## config.mk

```make
export PLATFORM = sky130hd
export DESIGN_NAME = clti_front
export DESIGN_NICKNAME = d
export VERILOG_FILES = /design/src/sv/clti_pkg.sv /design/src/sv/clti_front.sv
export SDC_FILE = /design/constraint.sdc
export NUM_CORES = 1
export LEC_CHECK = 0
export ABC_AREA = 1
export BUFFER_PORTS_ARGS = -buffer_cell sky130_fd_sc_hd__buf_4
export CORE_UTILIZATION = 30
export DETAILED_ROUTE_END_ITERATION = 6
export PLACE_DENSITY = 0.58
export SLEW_MARGIN = 15
export SYNTH_ARGS = -nofsm -noshare
export SYNTH_HDL_FRONTEND = slang
export SYNTH_SLANG_ARGS = --single-unit
```

## constraint.sdc

```tcl
create_clock -name clk -period 8.8 [get_ports clk]
set_input_delay 1.32 -clock clk [delete_from_list [all_inputs] [get_ports clk]]
set_output_delay 1.32 -clock clk [all_outputs]
set_load 0.05 [all_outputs]
```

## src/sv/clti_pkg.sv

```systemverilog
`timescale 1ns / 1ps
// Package for the clamped linear table interpolator: payload structs, codes,
// the command format passed from front to back and default parameters.
package clti_pkg;

	localparam int MAX_POINTS_DEF = 1024;
	localparam int FRAC_BITS_DEF  = 16;

	localparam logic [1:0] ST_OK    = 2'd0;
	localparam logic [1:0] ST_FEW   = 2'd1;
	localparam logic [1:0] ST_ORDER = 2'd2;

	localparam logic KIND_LOAD  = 1'b0;
	localparam logic KIND_QUERY = 1'b1;

	typedef struct packed {
		logic               kind;
		logic [9:0]         point_index;
		logic [31:0]        grid_radius;
		logic signed [31:0] grid_value;
		logic [31:0]        query_radius;
	} in_t;

	typedef struct packed {
		logic signed [31:0] interpolated_value;
		logic [1:0]         status;
	} out_t;

	// One command for the back end; radius holds the grid radius of a load
	// or the query radius of a query.
	typedef struct packed {
		logic        kind;
		logic [9:0]  point_index;
		logic [31:0] radius;
		logic [31:0] value;
	} cmd_t;

endpackage

```

## src/sv/clti_front.sv

```systemverilog
`timescale 1ns / 1ps
// Front end: accepts requests, drops loads beyond the table and queues
// commands in a two-entry queue. Depends on clti_pkg.
module clti_front #(
	parameter int MAX_POINTS = clti_pkg::MAX_POINTS_DEF
) (
	input  logic           clk,
	input  logic           arst_n,
	input  logic           push,
	output logic           full,
	input  clti_pkg::in_t  in_data,
	output logic           cmd_valid,
	input  logic           cmd_ready,
	output clti_pkg::cmd_t cmd
);
	import clti_pkg::*;

	cmd_t       slot_q [2];
	logic       wr_ptr_q;
	logic       rd_ptr_q;
	logic [1:0] count_q;
	logic       keep;
	logic       do_wr;
	logic       do_rd;
	cmd_t       cmd_new;

	assign full = (count_q == 2'd2);
	// A load aimed past the end of the table is accepted and dropped here.
	assign keep = (in_data.kind == KIND_QUERY) || (32'(in_data.point_index) < MAX_POINTS);
	assign do_wr = push && !full && keep;
	assign cmd_valid = (count_q != 2'd0);
	assign do_rd = cmd_valid && cmd_ready;
	assign cmd = slot_q[rd_ptr_q];

	always_comb begin
		cmd_new.kind = in_data.kind;
		cmd_new.point_index = in_data.point_index;
		cmd_new.radius = (in_data.kind == KIND_QUERY) ? in_data.query_radius
			: in_data.grid_radius;
		cmd_new.value = in_data.grid_value;
	end

	always_ff @(posedge clk) begin
		if (do_wr) begin
			slot_q[wr_ptr_q] <= cmd_new;
		end
	end

	always_ff @(posedge clk or negedge arst_n) begin
		if (!arst_n) begin
			wr_ptr_q <= 1'b0;
			rd_ptr_q <= 1'b0;
			count_q <= 2'd0;
		end else begin
			if (do_wr) wr_ptr_q <= !wr_ptr_q;
			if (do_rd) rd_ptr_q <= !rd_ptr_q;
			if (do_wr && !do_rd) count_q <= count_q + 2'd1;
			else if (do_rd && !do_wr) count_q <= count_q - 2'd1;
		end
	end

endmodule

```

==> results.toml <==
[worst_setup_path]
cp_cell_sequence = "inv_2, buf_4, nand2_1, nand2_1, buf_4"
crit_family = "buffers and inverters"
start_kind = "register"
cp_max_fo = 39
slowest_stage = "buf_4"
cp_num_buf_inv = 3
worst-endpoint-required_ps = 7480
crit_path_end_kind = "primary output"
path_class = "reg -> out"
max_stage_delay_ps = 510
arrival_ps = 2290

[routing]
ant_nets = 0
wl_per_cell_um = 13.4
drcViolationCount = 0
dr.pass1.iters = 4
drt_wl_total_um = 12500
vias = 3915
viasPerCell = 4.20
initialDrtViolationCount = 139

[placement]
gp_congestion = 0.721
dp_hpwl_um = 8230
portBuffers = 187
place_inst = 901

[cts]
numCtsBuffers = 17
clock_latency_ps = 400
clkSlewWorstSetupHoldPaths_ps = 60
ctsResizeCount = 0
htreeDepth = 4
cts_tree = "yes"
cts_sinks = 154
postCtsHoldBufs = 0
cts-root-buf = "clkbuf_16"
clockBufferDepth = 2
postCtsSetupBuffers = 0

[timing]
period_minus_slack_ps = 3610
rsz0062_at_grt = "false"
fin_hold_ws_ps = 480
setup_viol = 0
fmax_mhz = 277
hold_violations = 0
tightest_slew_ps = 1010
fin_tns_setup_ps = 0
slew_viol_final = 0
min_period_over_period_pct = 41.0
fin_skew_ps = 3.14
slew_headroom_pct = 32.9

[power_and_ir_drop]
p_leak_nw = 3.68
switching_power_mw = 1.40
combPwrFrac_pct = 44.7
power_frac_seq_pct = 31.7
p_int_mw = 1.89
pwr-share-clk_pct = 23.6
switching_share_pct = 42.6
power_density_mw_per_mm2 = 389
ir_drop_mv = 0.142

[cells_and_area]
drive_gt1_share_pct = 38.3
fin_nets = 762
antenna_cells = 0
nFillCells = 1902
stdcell_count = 933
final_util_pct = 41.7
area_growth_pct = 36.1

[job]
drv_cap = 0

[grt]
grt_pass1_vias = 3985
grt_max_degree = 77
antenna_found_initial = 0
grtUsageTotal_pct = 12.2
grt_pass1_wl_um = 19900
grt_overflow = 0

[synth]
synth_top_area_cell = "edfxtp_1"
synth_top_area_share_pct = 72.4
syn_avg_cell_area_um2 = 13.5
ys_types = 16
synth-seq-cells = 154
yosys_warnings = 0
synthCells = 460
yosys-top-cells-area = "edfxtp_1, nand2_1, mux2_4"
syn_area_mm2 = 0.00622
yosysSeqAreaShare_pct = 74.0
synth_nets = 572

[floorplan]
start_util_pct = 30.6
die_h_um = 146
core_mm2 = 0.0203
die-area_mm2 = 0.0213
io_pins = 188
die_w_um = 146
rows = 52

[min_path]
hold_class = "reg -> reg"

[outcome]
status = "finished clean"
==> tightest hold or removal path, cell delays in order (launching register included) <==
cell	delay, ps
dfrtp_1	340
nand2_1	50
nand2_1	60
==> state kept, by name, indices dropped and copies added (netlist names) <==
| name | flops |
|---|---|
| slot_q | 150 |
| count_q | 2 |
| rd_ptr_q | 1 |
| wr_ptr_q | 1 |
==> path summary, 6_finish.rpt <==
check                           startpoint             to  slack, ps  cells after the start
worst min-delay path              wr_ptr_q       wr_ptr_q        480                      2
min in group asynchronous           arst_n       rd_ptr_q        700                      1
worst max-delay path              rd_ptr_q        cmd[72]       5190                      5
worst max register to register  count_q[1]  slot_q[0][45]       6760                      6
max in group asynchronous           arst_n       rd_ptr_q       7990                      1
worst min register to register    wr_ptr_q       wr_ptr_q        480                      2
==> synth_stat cells <==
master / n
buf_2: 9
ha_1: 1
buf_6: 10
edfxtp_1: 150
o21ai_0: 1
dfrtp_1: 4
nand4_1: 1
inv_2: 1
nor2_1: 3
mux2_4: 30
nand2_1: 236
inv_1: 7
xnor2_1: 1
nand3_1: 2
buf_4: 2
mux2_2: 2
==> power by group through the flow <==
| stage | Sequential [mW] | Clock, mW | Combinational (mW) |
|---|---|---|---|
| 4_1_cts | 1.05 | 0.792 | 1.50 |
| 6_report | 1.05 | 0.776 | 1.47 |
| 5_1_grt | 1.06 | 0.823 | 1.57 |
| 2_1_floorplan | 1.06 | 0 | 1.06 |
| 3_5_place_dp | 1.06 | 0 | 1.50 |
| 3_3_place_gp | 1.06 | 0 | 1.49 |
==> cell usage in the layout, fill, tap and decap left out <==
cell type	count
o21ai_0	1
mux2_2	2
ha_1	1
clkinv_2	1
nand4_1	1
nand3_1	2
edfxtp_1	150
clkinvlp_4	1
nor2_4	1
inv_1	6
clkbuf_16	17
xnor2_1	1
inv_6	1
bufinv_16	5
dfrtp_2	1
dfrtp_1	3
nor2_1	2
inv_2	1
buf_4	192
clkinv_4	2
clkinv_1	4
nand2_1	236
clkbuf_1	2
mux2_4	30
==> routing by layer <==
layer  global-route usage [%]  up-vias  wire length [um]
met5                        0        -                 0
met1                     14.3     1825              5410
met2                     20.6      142              6130
met3                     3.95       12               799
met4                     5.00        0               178
li1                         -     1936                 -
==> logic make-up (layout without fill, tap and decap cells) <==
logic type,Yosys count,after routing,synth area share [%]
DFF,154,154,74.0
xor gates and xnor gates,1,1,0.141
and+or+nand+nor,242,242,14.7
adders and majority gates,1,1,0.201
muxes,32,32,7.60
AOI/OAI and AO/OA,1,1,0.0804
buffers and inverters,29,232,3.26
==> layout make-up <==
cell class	count	area, um^2	share of cell area, %
Clock buffer	19	433	5.11
Clock inverter	13	199	2.35
Inverter	8	31.3	0.369
Multi-Input combinational cell	277	1420	16.8
Sequential cell	154	4610	54.4
Tap cell	270	338	3.99
Timing Repair Buffer	192	1440	17.0
==> through the flow <==
step	instance area [um^2]	total power, mW	setup WS (ps)
5_1_grt	8470	3.45	4980
3_3_place_gp	7840	2.54	5550
2_1_floorplan	6220	2.12	3740
3_5_place_dp	7840	2.56	5530
4_1_cts	8470	3.34	5070
6_report	8470	3.29	5190
No activity file was read; power rests on OpenSTA's default activity.
